## config.mk

```make
export PLATFORM = sky130hd
export DESIGN_NAME = battery_charge_from_voltage_flat
export DESIGN_NICKNAME = d
export VERILOG_FILES = /design/src/sv/bcv_pkg.sv /design/src/sv/bcv_sample_if.sv /design/src/sv/bcv_result_if.sv /design/src/sv/battery_charge_from_voltage.sv /design/src/flat_wrapper.sv
export SDC_FILE = /design/constraint.sdc
export NUM_CORES = 1
export LEC_CHECK = 0
export BUFFER_PORTS_ARGS = -buffer_cell sky130_fd_sc_hd__buf_2
export CAP_MARGIN = 40
export CORE_UTILIZATION = 66
export CTS_BUF_LIST = sky130_fd_sc_hd__clkbuf_8
export DETAILED_ROUTE_END_ITERATION = 7
export GPL_TIMING_DRIVEN = 0
export PLACE_DENSITY_LB_ADDON = 0.12
export RECOVER_POWER = 25
export SLEW_MARGIN = 30
export SYNTH_ARGS = -nofsm -noshare
export SYNTH_HDL_FRONTEND = slang
export SYNTH_SLANG_ARGS = --single-unit
```

## constraint.sdc

```tcl
create_clock -name clk -period 11 [get_ports clk]
set_clock_uncertainty 0.2 [all_clocks]
set_input_delay 0 -clock clk [delete_from_list [all_inputs] [get_ports clk]]
set_output_delay 0 -clock clk [all_outputs]
set_load 0.02 [all_outputs]
```

## src/sv/bcv_pkg.sv

```systemverilog
`timescale 1ns / 1ps

package bcv_pkg;

	localparam int WINDOW_DEPTH_DEF = 10;

	localparam int MODE_W    = 1;
	localparam int SAMPLE_W  = 17;
	localparam int CHARGE_W  = 10;
	localparam int AVG_W     = 16;
	localparam int REG_W     = 13;
	localparam int CFG_IDX_W = 2;
	localparam int OFFSET_W  = 11;
	localparam int DVS_W     = 16;
	localparam int PROD_W    = 26;
	localparam int ITER_W    = $clog2(PROD_W + 1);
	localparam int STEP_W    = 3;
	localparam int SEL_W     = 4;

	localparam logic [MODE_W-1:0] MODE_SPEED = 1'b0;
	localparam logic [MODE_W-1:0] MODE_VOLT  = 1'b1;

	typedef enum logic [CFG_IDX_W-1:0] {
		REG_FULL,
		REG_UPPER,
		REG_LOWER,
		REG_EMPTY
	} cfg_reg_t;

	localparam logic [REG_W-1:0] FULL_RST  = 13'd4200;
	localparam logic [REG_W-1:0] UPPER_RST = 13'd3930;
	localparam logic [REG_W-1:0] LOWER_RST = 13'd3650;
	localparam logic [REG_W-1:0] EMPTY_RST = 13'd3600;

	localparam int SPEED_STEP_MM = 500;
	localparam int SPEED_STEPS   = 11;

	localparam logic [CHARGE_W-1:0] CHARGE_MAX  = 10'd1000;
	localparam logic [CHARGE_W-1:0] CHARGE_ZERO = 10'd0;
	localparam logic [CHARGE_W-1:0] TOP_BASE    = 10'd850;
	localparam logic [CHARGE_W-1:0] TOP_SCALE   = 10'd150;
	localparam logic [CHARGE_W-1:0] MID_BASE    = 10'd100;
	localparam logic [CHARGE_W-1:0] MID_SCALE   = 10'd750;
	localparam logic [CHARGE_W-1:0] LOW_BASE    = 10'd0;
	localparam logic [CHARGE_W-1:0] LOW_SCALE   = 10'd100;

	typedef enum logic [2:0] {
		OP_WAIT,
		OP_WINDOW,
		OP_AVG_LOAD,
		OP_DIV_STEP,
		OP_SEG_PICK,
		OP_SEG_LOAD,
		OP_EMIT
	} op_t;

	typedef enum logic [2:0] {
		COND_NONE,
		COND_NOT_VOLT,
		COND_DIV_MORE,
		COND_FLAT,
		COND_OUT_BUSY
	} cond_t;

	typedef struct packed {
		op_t               op;
		cond_t             cond;
		logic [STEP_W-1:0] target;
	} ctrl_word_t;

	localparam logic [STEP_W-1:0] STEP_IDLE     = 3'd0;
	localparam logic [STEP_W-1:0] STEP_WINDOW   = 3'd1;
	localparam logic [STEP_W-1:0] STEP_AVG_LOAD = 3'd2;
	localparam logic [STEP_W-1:0] STEP_AVG_DIV  = 3'd3;
	localparam logic [STEP_W-1:0] STEP_SEG_PICK = 3'd4;
	localparam logic [STEP_W-1:0] STEP_SEG_LOAD = 3'd5;
	localparam logic [STEP_W-1:0] STEP_SEG_DIV  = 3'd6;
	localparam logic [STEP_W-1:0] STEP_EMIT     = 3'd7;
	localparam logic [STEP_W-1:0] STEP_LAST     = STEP_EMIT;

	function automatic ctrl_word_t ucode(input logic [STEP_W-1:0] step);
		ctrl_word_t cw;
		cw = '{op: OP_WAIT, cond: COND_NOT_VOLT, target: STEP_IDLE};
		case (step)
			STEP_IDLE:     cw = '{op: OP_WAIT,     cond: COND_NOT_VOLT, target: STEP_IDLE};
			STEP_WINDOW:   cw = '{op: OP_WINDOW,   cond: COND_NONE,     target: STEP_IDLE};
			STEP_AVG_LOAD: cw = '{op: OP_AVG_LOAD, cond: COND_NONE,     target: STEP_IDLE};
			STEP_AVG_DIV:  cw = '{op: OP_DIV_STEP, cond: COND_DIV_MORE, target: STEP_AVG_DIV};
			STEP_SEG_PICK: cw = '{op: OP_SEG_PICK, cond: COND_NONE,     target: STEP_IDLE};
			STEP_SEG_LOAD: cw = '{op: OP_SEG_LOAD, cond: COND_FLAT,     target: STEP_EMIT};
			STEP_SEG_DIV:  cw = '{op: OP_DIV_STEP, cond: COND_DIV_MORE, target: STEP_SEG_DIV};
			STEP_EMIT:     cw = '{op: OP_EMIT,     cond: COND_OUT_BUSY, target: STEP_EMIT};
			default:       cw = '{op: OP_WAIT,     cond: COND_NOT_VOLT, target: STEP_IDLE};
		endcase
		return cw;
	endfunction

	function automatic logic [OFFSET_W-1:0] load_offset(input logic [SEL_W-1:0] sel);
		logic [OFFSET_W-1:0] mv;
		case (sel)
			4'd0:    mv = 11'd0;
			4'd1:    mv = 11'd100;
			4'd2:    mv = 11'd300;
			4'd3:    mv = 11'd400;
			4'd4:    mv = 11'd500;
			4'd5:    mv = 11'd600;
			4'd6:    mv = 11'd700;
			4'd7:    mv = 11'd800;
			4'd8:    mv = 11'd900;
			4'd9:    mv = 11'd1000;
			4'd10:   mv = 11'd1100;
			default: mv = 11'd1200;
		endcase
		return mv;
	endfunction

endpackage

```

## src/sv/bcv_sample_if.sv

```systemverilog
`timescale 1ns / 1ps

interface bcv_sample_if;
	import bcv_pkg::*;

	logic                       valid;
	logic                       ready;
	logic [MODE_W-1:0]          mode;
	logic signed [SAMPLE_W-1:0] sample_value;

	modport source (output valid, output mode, output sample_value, input ready);
	modport sink (input valid, input mode, input sample_value, output ready);
endinterface

```

## src/sv/bcv_result_if.sv

```systemverilog
`timescale 1ns / 1ps

interface bcv_result_if;
	import bcv_pkg::*;

	logic                valid;
	logic                ready;
	logic [CHARGE_W-1:0] charge_tenths;
	logic [AVG_W-1:0]    avg_cell_eighth_mv;

	modport source (output valid, output charge_tenths, output avg_cell_eighth_mv, input ready);
	modport sink (input valid, input charge_tenths, input avg_cell_eighth_mv, output ready);
endinterface

```

## src/sv/battery_charge_from_voltage.sv

```systemverilog
`timescale 1ns / 1ps
// Speed item: no result; the sequencer stays idle, next item taken in the following cycle.
// Voltage item: result at emit, held off while an earlier result is not taken; the segment
// divide is skipped when the segment is flat or the average is at or below empty; the next
// item is taken in idle. The shared restoring divider gives one quotient bit per cycle:
// 16 + clog2(WINDOW_DEPTH + 1) bits for the window average (20 at the default depth of 10),
// 26 bits for the segment map, plus five sequencer steps around them.
// Reset clears the sequencer, window count, sum, load offset and registers to defaults.
module battery_charge_from_voltage #(
	parameter int WINDOW_DEPTH = bcv_pkg::WINDOW_DEPTH_DEF
) (
	input  logic                            clk,
	input  logic                            arst_n,
	bcv_sample_if.sink                      sample,
	bcv_result_if.source                    result,
	input  logic                            cfg_we,
	input  logic [bcv_pkg::CFG_IDX_W-1:0]   cfg_idx,
	input  logic [bcv_pkg::REG_W-1:0]       cfg_data
);
	import bcv_pkg::*;

	localparam int SLOT_W = (WINDOW_DEPTH > 1) ? $clog2(WINDOW_DEPTH) : 1;
	localparam int CNT_W  = $clog2(WINDOW_DEPTH + 1);
	localparam int SUM_W  = AVG_W + CNT_W;
	localparam int ALIGN  = PROD_W - SUM_W;

	localparam logic [SLOT_W-1:0] SLOT_LAST = SLOT_W'(WINDOW_DEPTH - 1);
	localparam logic [CNT_W-1:0]  CNT_FULL  = CNT_W'(WINDOW_DEPTH);
	localparam logic [ITER_W-1:0] AVG_ITERS = ITER_W'(SUM_W);
	localparam logic [ITER_W-1:0] SEG_ITERS = ITER_W'(PROD_W);

	logic [REG_W-1:0] full_q, upper_q, lower_q, empty_q;

	logic [STEP_W-1:0]   step_q;
	logic [STEP_W-1:0]   step_next;
	ctrl_word_t          cw;
	logic                jump;

	logic [OFFSET_W-1:0] offset_q;
	logic [AVG_W-1:0]    win_q [WINDOW_DEPTH];
	logic [SLOT_W-1:0]   slot_q;
	logic [CNT_W-1:0]    fill_q;
	logic [SUM_W-1:0]    sum_q;
	logic [AVG_W-1:0]    entry_q;

	logic [PROD_W-1:0]   dvd_q;
	logic [DVS_W-1:0]    rem_q;
	logic [DVS_W-1:0]    dvs_q;
	logic [ITER_W-1:0]   iter_q;
	logic [DVS_W:0]      trial_in;
	logic [DVS_W:0]      trial;
	logic                trial_ge;

	logic [AVG_W-1:0]    avg_q;
	logic [AVG_W-1:0]    num_q;
	logic [DVS_W-1:0]    den_q;
	logic [CHARGE_W-1:0] base_q;
	logic [CHARGE_W-1:0] scale_q;
	logic                flat_q;
	logic [CHARGE_W-1:0] flat_val_q;

	logic                out_valid_q;
	logic [CHARGE_W-1:0] out_charge_q;
	logic [AVG_W-1:0]    out_avg_q;

	logic                take;
	logic                take_volt;
	logic                take_speed;
	logic                out_busy;

	logic [SAMPLE_W-1:0] mag;
	logic [SEL_W-1:0]    speed_sel;
	logic [SAMPLE_W+1:0] entry_sum;
	logic [AVG_W-1:0]    entry_clamped;

	logic [AVG_W-1:0]    v;
	logic [AVG_W-1:0]    th_full, th_upper, th_lower, th_empty;
	logic [AVG_W-1:0]    pick_num;
	logic [DVS_W-1:0]    pick_den;
	logic [CHARGE_W-1:0] pick_base, pick_scale, pick_flat_val;
	logic                pick_flat;

	logic [PROD_W:0]     charge_sum;
	logic [CHARGE_W-1:0] charge;
	logic                win_full;

	assign cw         = ucode(step_q);
	assign take       = sample.valid && sample.ready;
	assign take_volt  = take && (sample.mode == MODE_VOLT);
	assign take_speed = take && (sample.mode == MODE_SPEED);
	assign out_busy   = out_valid_q && !result.ready;
	assign win_full   = (fill_q == CNT_FULL);

	assign sample.ready              = (cw.op == OP_WAIT);
	assign result.valid              = out_valid_q;
	assign result.charge_tenths      = out_charge_q;
	assign result.avg_cell_eighth_mv = out_avg_q;

	always_comb begin
		case (cw.cond)
			COND_NONE:     jump = 1'b0;
			COND_NOT_VOLT: jump = !take_volt;
			COND_DIV_MORE: jump = (iter_q != ITER_W'(1));
			COND_FLAT:     jump = flat_q;
			COND_OUT_BUSY: jump = out_busy;
			default:       jump = 1'b0;
		endcase
		if (jump) begin
			step_next = cw.target;
		end else if (step_q == STEP_LAST) begin
			step_next = STEP_IDLE;
		end else begin
			step_next = step_q + STEP_W'(1);
		end
	end

	always_comb begin
		mag = sample.sample_value[SAMPLE_W-1] ?
			(~sample.sample_value + SAMPLE_W'(1)) : sample.sample_value;
		speed_sel = '0;
		for (int k = 1; k <= SPEED_STEPS; k++) begin
			if (mag > SAMPLE_W'(k * SPEED_STEP_MM)) begin
				speed_sel = SEL_W'(k);
			end
		end
		entry_sum = {{2{sample.sample_value[SAMPLE_W-1]}}, sample.sample_value}
			+ {{(SAMPLE_W + 2 - OFFSET_W){1'b0}}, offset_q};
		if (entry_sum[SAMPLE_W+1]) begin
			entry_clamped = '0;
		end else if (entry_sum[SAMPLE_W:AVG_W] != '0) begin
			entry_clamped = '1;
		end else begin
			entry_clamped = entry_sum[AVG_W-1:0];
		end
	end

	assign trial_in = {rem_q, dvd_q[PROD_W-1]};
	assign trial    = trial_in - {1'b0, dvs_q};
	assign trial_ge = (trial_in >= {1'b0, dvs_q});

	always_comb begin
		v        = dvd_q[AVG_W-1:0];
		th_full  = {full_q, 3'b000};
		th_upper = {upper_q, 3'b000};
		th_lower = {lower_q, 3'b000};
		th_empty = {empty_q, 3'b000};
		pick_num      = '0;
		pick_den      = '0;
		pick_base     = CHARGE_ZERO;
		pick_scale    = CHARGE_ZERO;
		pick_flat     = 1'b0;
		pick_flat_val = CHARGE_ZERO;
		if (v > th_upper) begin
			pick_num      = v - th_upper;
			pick_den      = th_full - th_upper;
			pick_base     = TOP_BASE;
			pick_scale    = TOP_SCALE;
			pick_flat     = (th_full <= th_upper);
			pick_flat_val = CHARGE_MAX;
		end else if (v < th_lower) begin
			pick_num   = v - th_empty;
			pick_den   = th_lower - th_empty;
			pick_base  = LOW_BASE;
			pick_scale = LOW_SCALE;
			if (th_lower <= th_empty) begin
				pick_flat     = 1'b1;
				pick_flat_val = MID_BASE;
			end else if (v <= th_empty) begin
				pick_flat     = 1'b1;
				pick_flat_val = CHARGE_ZERO;
			end
		end else begin
			pick_num      = v - th_lower;
			pick_den      = th_upper - th_lower;
			pick_base     = MID_BASE;
			pick_scale    = MID_SCALE;
			pick_flat     = (th_upper <= th_lower);
			pick_flat_val = TOP_BASE;
		end
	end

	always_comb begin
		charge_sum = {{(PROD_W + 1 - CHARGE_W){1'b0}}, base_q} + {1'b0, dvd_q};
		if (flat_q) begin
			charge = flat_val_q;
		end else if (charge_sum > (PROD_W + 1)'(CHARGE_MAX)) begin
			charge = CHARGE_MAX;
		end else begin
			charge = charge_sum[CHARGE_W-1:0];
		end
	end

	always_ff @(posedge clk or negedge arst_n) begin
		if (!arst_n) begin
			full_q  <= FULL_RST;
			upper_q <= UPPER_RST;
			lower_q <= LOWER_RST;
			empty_q <= EMPTY_RST;
		end else if (cfg_we) begin
			case (cfg_reg_t'(cfg_idx))
				REG_FULL:  full_q  <= cfg_data;
				REG_UPPER: upper_q <= cfg_data;
				REG_LOWER: lower_q <= cfg_data;
				REG_EMPTY: empty_q <= cfg_data;
				default: ;
			endcase
		end
	end

	always_ff @(posedge clk or negedge arst_n) begin
		if (!arst_n) begin
			step_q      <= STEP_IDLE;
			offset_q    <= '0;
			slot_q      <= '0;
			fill_q      <= '0;
			sum_q       <= '0;
			iter_q      <= '0;
			out_valid_q <= 1'b0;
		end else begin
			step_q <= step_next;
			if (take_speed) begin
				offset_q <= load_offset(speed_sel);
			end
			case (cw.op)
				OP_WINDOW: begin
					sum_q  <= sum_q + SUM_W'(entry_q)
						- (win_full ? SUM_W'(win_q[slot_q]) : SUM_W'(0));
					fill_q <= win_full ? fill_q : fill_q + CNT_W'(1);
					slot_q <= (slot_q == SLOT_LAST) ? '0 : slot_q + SLOT_W'(1);
				end
				OP_AVG_LOAD: iter_q <= AVG_ITERS;
				OP_SEG_LOAD: iter_q <= SEG_ITERS;
				OP_DIV_STEP: iter_q <= iter_q - ITER_W'(1);
				default: ;
			endcase
			if (cw.op == OP_EMIT && !out_busy) begin
				out_valid_q <= 1'b1;
			end else if (result.ready) begin
				out_valid_q <= 1'b0;
			end
		end
	end

	always_ff @(posedge clk) begin
		if (take_volt) begin
			entry_q <= entry_clamped;
		end
		case (cw.op)
			OP_WINDOW: win_q[slot_q] <= entry_q;
			OP_AVG_LOAD: begin
				dvd_q <= {sum_q, {ALIGN{1'b0}}};
				dvs_q <= {{(DVS_W - CNT_W){1'b0}}, fill_q};
				rem_q <= '0;
			end
			OP_DIV_STEP: begin
				dvd_q <= {dvd_q[PROD_W-2:0], trial_ge};
				rem_q <= trial_ge ? trial[DVS_W-1:0] : trial_in[DVS_W-1:0];
			end
			OP_SEG_PICK: begin
				avg_q      <= v;
				num_q      <= pick_num;
				den_q      <= pick_den;
				base_q     <= pick_base;
				scale_q    <= pick_scale;
				flat_q     <= pick_flat;
				flat_val_q <= pick_flat_val;
			end
			OP_SEG_LOAD: begin
				dvd_q <= {{(PROD_W - CHARGE_W){1'b0}}, scale_q}
					* {{(PROD_W - AVG_W){1'b0}}, num_q};
				dvs_q <= den_q;
				rem_q <= '0;
			end
			OP_EMIT: begin
				if (!out_busy) begin
					out_charge_q <= charge;
					out_avg_q    <= avg_q;
				end
			end
			default: ;
		endcase
	end

endmodule

```

## src/flat_wrapper.sv

```systemverilog
// flat-port wrapper written by rule: the top's interface ports become plain ports
module battery_charge_from_voltage_flat import bcv_pkg::*;
#(
	parameter int WINDOW_DEPTH = bcv_pkg::WINDOW_DEPTH_DEF
)
  (clk, arst_n, cfg_we, cfg_idx, cfg_data, sample_valid, sample_mode, sample_sample_value, sample_ready, result_valid, result_charge_tenths, result_avg_cell_eighth_mv, result_ready);
  bcv_sample_if sample_i ();
  bcv_result_if result_i ();
  input  logic clk;
  input  logic arst_n;
  input  logic cfg_we;
  input  logic [bcv_pkg::CFG_IDX_W-1:0] cfg_idx;
  input  logic [bcv_pkg::REG_W-1:0] cfg_data;
  input wire logic [$bits(sample_i.valid)-1:0] sample_valid;
  input wire logic [$bits(sample_i.mode)-1:0] sample_mode;
  input wire logic [$bits(sample_i.sample_value)-1:0] sample_sample_value;
  output wire logic [$bits(sample_i.ready)-1:0] sample_ready;
  output wire logic [$bits(result_i.valid)-1:0] result_valid;
  output wire logic [$bits(result_i.charge_tenths)-1:0] result_charge_tenths;
  output wire logic [$bits(result_i.avg_cell_eighth_mv)-1:0] result_avg_cell_eighth_mv;
  input wire logic [$bits(result_i.ready)-1:0] result_ready;
  assign sample_i.valid = sample_valid;
  assign sample_i.mode = sample_mode;
  assign sample_i.sample_value = sample_sample_value;
  assign sample_ready = sample_i.ready;
  assign result_valid = result_i.valid;
  assign result_charge_tenths = result_i.charge_tenths;
  assign result_avg_cell_eighth_mv = result_i.avg_cell_eighth_mv;
  assign result_i.ready = result_ready;
  battery_charge_from_voltage #(.WINDOW_DEPTH(WINDOW_DEPTH)) u_core (.clk(clk), .arst_n(arst_n), .sample(sample_i), .result(result_i), .cfg_we(cfg_we), .cfg_idx(cfg_idx), .cfg_data(cfg_data));
endmodule
```

==> metrics.md <==
| Metric | Value |
|---|---|
| Initial DRC Count | about 2100 |
| Setup-failing EPs final | 0 |
| Critical path peak fanout | 10 |
| Total CTS buffers | between 60 and 70 |
| Syn. warnings | 0 |
| Synthesized cell area | 28300 um2 |
| Gate Count Post-Synth | about 2600 |
| Pin count of the biggest net entering global routing | 71 |
| Area of the multi-input gates | around 15000 um2 |
| CTS Buffer Depth | 3 |
| Worst Setup End Kind | register |
| Most used cell, CP | fa_1 |
| Initial Util | 67.17% |
| Skew-Pair Late Insertion Delay | 0.65 ns |
| Finished layout cell area | 31560 um2 |
| Dominant synthesized flop cell | edfxtp_1 |
| Final nets | 3211 |
| Worst path cell trace | clkbuf_1 > clkbuf_1 > nand2_1 > fa_1 > inv_1 > fa_1 > inv_1 > fa_1 > inv_1 > fa_1 > ha_1 > ha_1 > nor2b_1 > o31ai_1 > a21oi_1 > o2111ai_1 > a41oi_1 > o21ai_0 > a31oi_1 > o21ai_0 > mux2_2 > o21ai_0 |
| Post-synth ARST share | 23.96% |
| H-tree levels | 3 |
| IO Pins | 66 |
| Vias in the first global route | 21600 |
| Storage element area | ~12000 um2 |
| Fin crit share | between 60 and 70% |
| Cells on worst reg2reg path | 22 |
| Pins over their slew limit | 29 |
| Failing checks | capacitance limit, slew limit |
| Initial antenna violation count | 0 |
| Root buf cell | clkbuf_8 |
| CTS sink cnt | 409 |
| Antenna Violating Nets Remaining | 0 |
| Most frequent cells in the layout | edfxtp_1 (311), inv_1 (296), ha_1 (223), nand2_1 (170), nor2_1 (159) |
| Rel. slew slack | -13.68% |
| Filler Cell Count | approximately 2900 |
| Synth top area share | 33.00% |
| Die height | 209.1 um |
| Reg2reg end | u_core.dvd_q[24] |
| Hold path cells | 3 |
| Pre-antenna DRT Iters | 6 |
| DP Area | 29620 um2 |
| Ant diodes | 0 |
| Setup TNS Final | 0 ns |
| Hold Crit Start | cfg_data[4] |
| Reg2reg start | u_core.scale_q[7] |
| Die area | 43710 um2 |
| Proportion of layout cells with a drive suffix above 1 | 12.54% |
| Min Tclk post-route | 7.146 ns |
| Dominant cell type by area after synthesis | edfxtp_1 |
| Register area share after synthesis | 41.76% |
| FP Rows | 75 |
| P&R area growth vs syn | 11.51% |
| Max_cap viols | 1 |
| Type of the worst setup path | register to register |
| Via count | 21620 |
| Flop2flop setup slack | roughly 3.9 ns |
| Worst EP required | 11.26 ns |
| Status | finished with violations |
| Core area | approximately 42000 um2 |
| Mean area per synthesized cell | 10.78 um2 |
| Synth area leaders | edfxtp_1 (33%), ha_1 (9.9%), fa_1 (7.6%), dfrtp_1 (6.8%), inv_1 (3.7%) |
| Mapped Nets | 2993 |
| CTS tree | done |
| Hold Path Class | input pin to register |
| Slew @ Worst Pin | 1.705 ns |
| CP Launch Type | register |
| Placer Congestion | 0.9702 |
| Post-detail-place hpwl | ~56000 um |
| Worst-path clk slew | 0.06 ns |
| Final hold violation count | 0 |
| Drt drc | 0 |
| GRT overflow | 0 |
| Die width | 209.1 um |
| Post-synth EDFFs | ~310 |
| Unrepaired setup endpoints after global routing | no |
| GRT Overall Usage | 35.07% |
| WL/cell | 21.76 um |
| Synth cell types | 98 |
| CP arrival | between 7 and 8 ns |
| Crit-path max cell delay | 0.53 ns |
| I/O Buffers | just over 60 |
| WHS Endpoint | u_core.empty_q[4] |
| Most common cell after layout, fill and taps aside | edfxtp_1 |
| First-pass GRT wire length | between 100000 and 150000 um |
| F_max | 139.9 MHz |
| Synth Register Bits | slightly above 400 |
| Vias per Instance | ~6.3 |
| Crit-path slowest cell | fa_1 |
| DRT Wirelength | 74740 um |
==> flip-flops by register name (all words and copies together), names as in the netlist, 16 cells and up <==
register	count
u_core.dvd_q	26
u_core.dvs_q	16
u_core.entry_q	16
u_core.num_q	16
u_core.rem_q	16
u_core.result.avg_cell_eighth_mv	16
u_core.sum_q	20
u_core.win_q	160
==> layer usage <==
layer / up-vias / global-route usage [%] / part of all wire [%]
met5: - / 0 / 0
met4: 0 / 13.92 / 4.0
met3: 219 / 4.418 / 6.9
met2: 1018 / 59.56 / 49
met1: 10500 / 45.97 / 40
li1: 9881 / - / -
==> metrics by stage <==
step | util (%) | hold slack [ns] | cells | setup WS [ns]
finish | 74.90 | 0.02664 | 3434 | 3.854
global route | 74.90 | 0.03588 | 3434 | 3.484
CTS | 74.90 | 0.001620 | 3432 | 3.947
detailed placement | 70.30 | -0.3111 | 3250 | 3.988
global placement | 69.49 | 0.05064 | 3224 | 4.125
floorplan | - | -0.4956 | 2624 | 5.058
==> cells by family (layout without fill, tap and decap cells) <==
kind of cell,Yosys count,in the layout,synth area share [%]
multiplexers,131,131,6.287
flip-flops,409,409,41.76
buffers and inverters,369,640,5.009
XOR/XNOR,135,135,4.178
AO/OA/AOI/OAI,539,539,12.51
AND/OR/NAND/NOR,710,710,12.76
adder cells (fa/ha/maj),331,331,17.50
==> final cells by class <==
class | count | share of cell area, %
buffer | 87 | 1.142
clock buffer | 76 | 3.315
sequential | 409 | 37.45
clock inverter | 47 | 0.9278
inverter | 282 | 3.354
tap | 539 | 2.137
multi-input combinational | 1846 | 47.93
timing repair buffer | 148 | 3.743
==> Yosys cell counts, types with 6 or more instances <==
cell / instances
edfxtp_1: 311
inv_1: 280
ha_1: 223
nand2_1: 171
nor2_1: 163
a21oi_1: 141
o21ai_0: 123
fa_1: 108
xnor2_1: 78
dfrtp_1: 77
and2_1: 63
clkbuf_1: 59
xor2_1: 57
mux2_2: 54
nor3_1: 53
mux2i_1: 45
nor2b_1: 40
a211oi_1: 39
nand3_1: 39
nand2b_1: 34
a21o_1: 33
mux4_2: 32
and3_1: 31
nand4_1: 27
o21a_1: 25
dfstp_2: 21
a22oi_1: 19
a31oi_1: 18
buf_1: 16
or2_2: 16
nor4_1: 15
or3_1: 12
a21boi_0: 11
o31ai_1: 11
o211ai_1: 10
a22o_1: 9
o21ai_1: 9
o21bai_1: 9
buf_2: 8
nand3b_1: 7
o41ai_1: 7
o2111ai_1: 6
==> what timing repair did <==
| action | CTS | global route |
|---|---|---|
| hold endpoints to repair | 218 | 0 |
| setup buffers | 0 | 0 |
| hold buffers | 59 | 0 |
| endpoints found under the setup margin | 0 | 0 |
| resized for setup | 0 | 0 |
==> how the worst max path moves through the flow <==
stage,slack (ns),startpoint,end,cells past startpoint
after global placement,4.12,u_core.scale_q[7],u_core.dvd_q[24],22
after global routing,3.48,u_core.scale_q[7],u_core.dvd_q[24],22
after detailed placement,3.99,u_core.scale_q[7],u_core.dvd_q[24],22
after CTS,3.95,u_core.scale_q[7],u_core.dvd_q[24],22
final,3.85,u_core.scale_q[7],u_core.dvd_q[24],22
after floorplan,5.06,u_core.scale_q[7],u_core.dvd_q[24],22
==> critical path: cells and delay by family, from the launching register on <==
kind,cells,cell delay (ns)
AND/OR/NAND/NOR,2,0.34
multiplexers,1,0.37
buffers and inverters,5,1.07
AO/OA/AOI/OAI,8,1.97
adder cells (fa/ha/maj),6,2.64
flip-flops,1,0.38
Power is left out: the tool's default activity adds up to more than one toggle a clock period on the data nets, which glitch-free logic cannot reach.
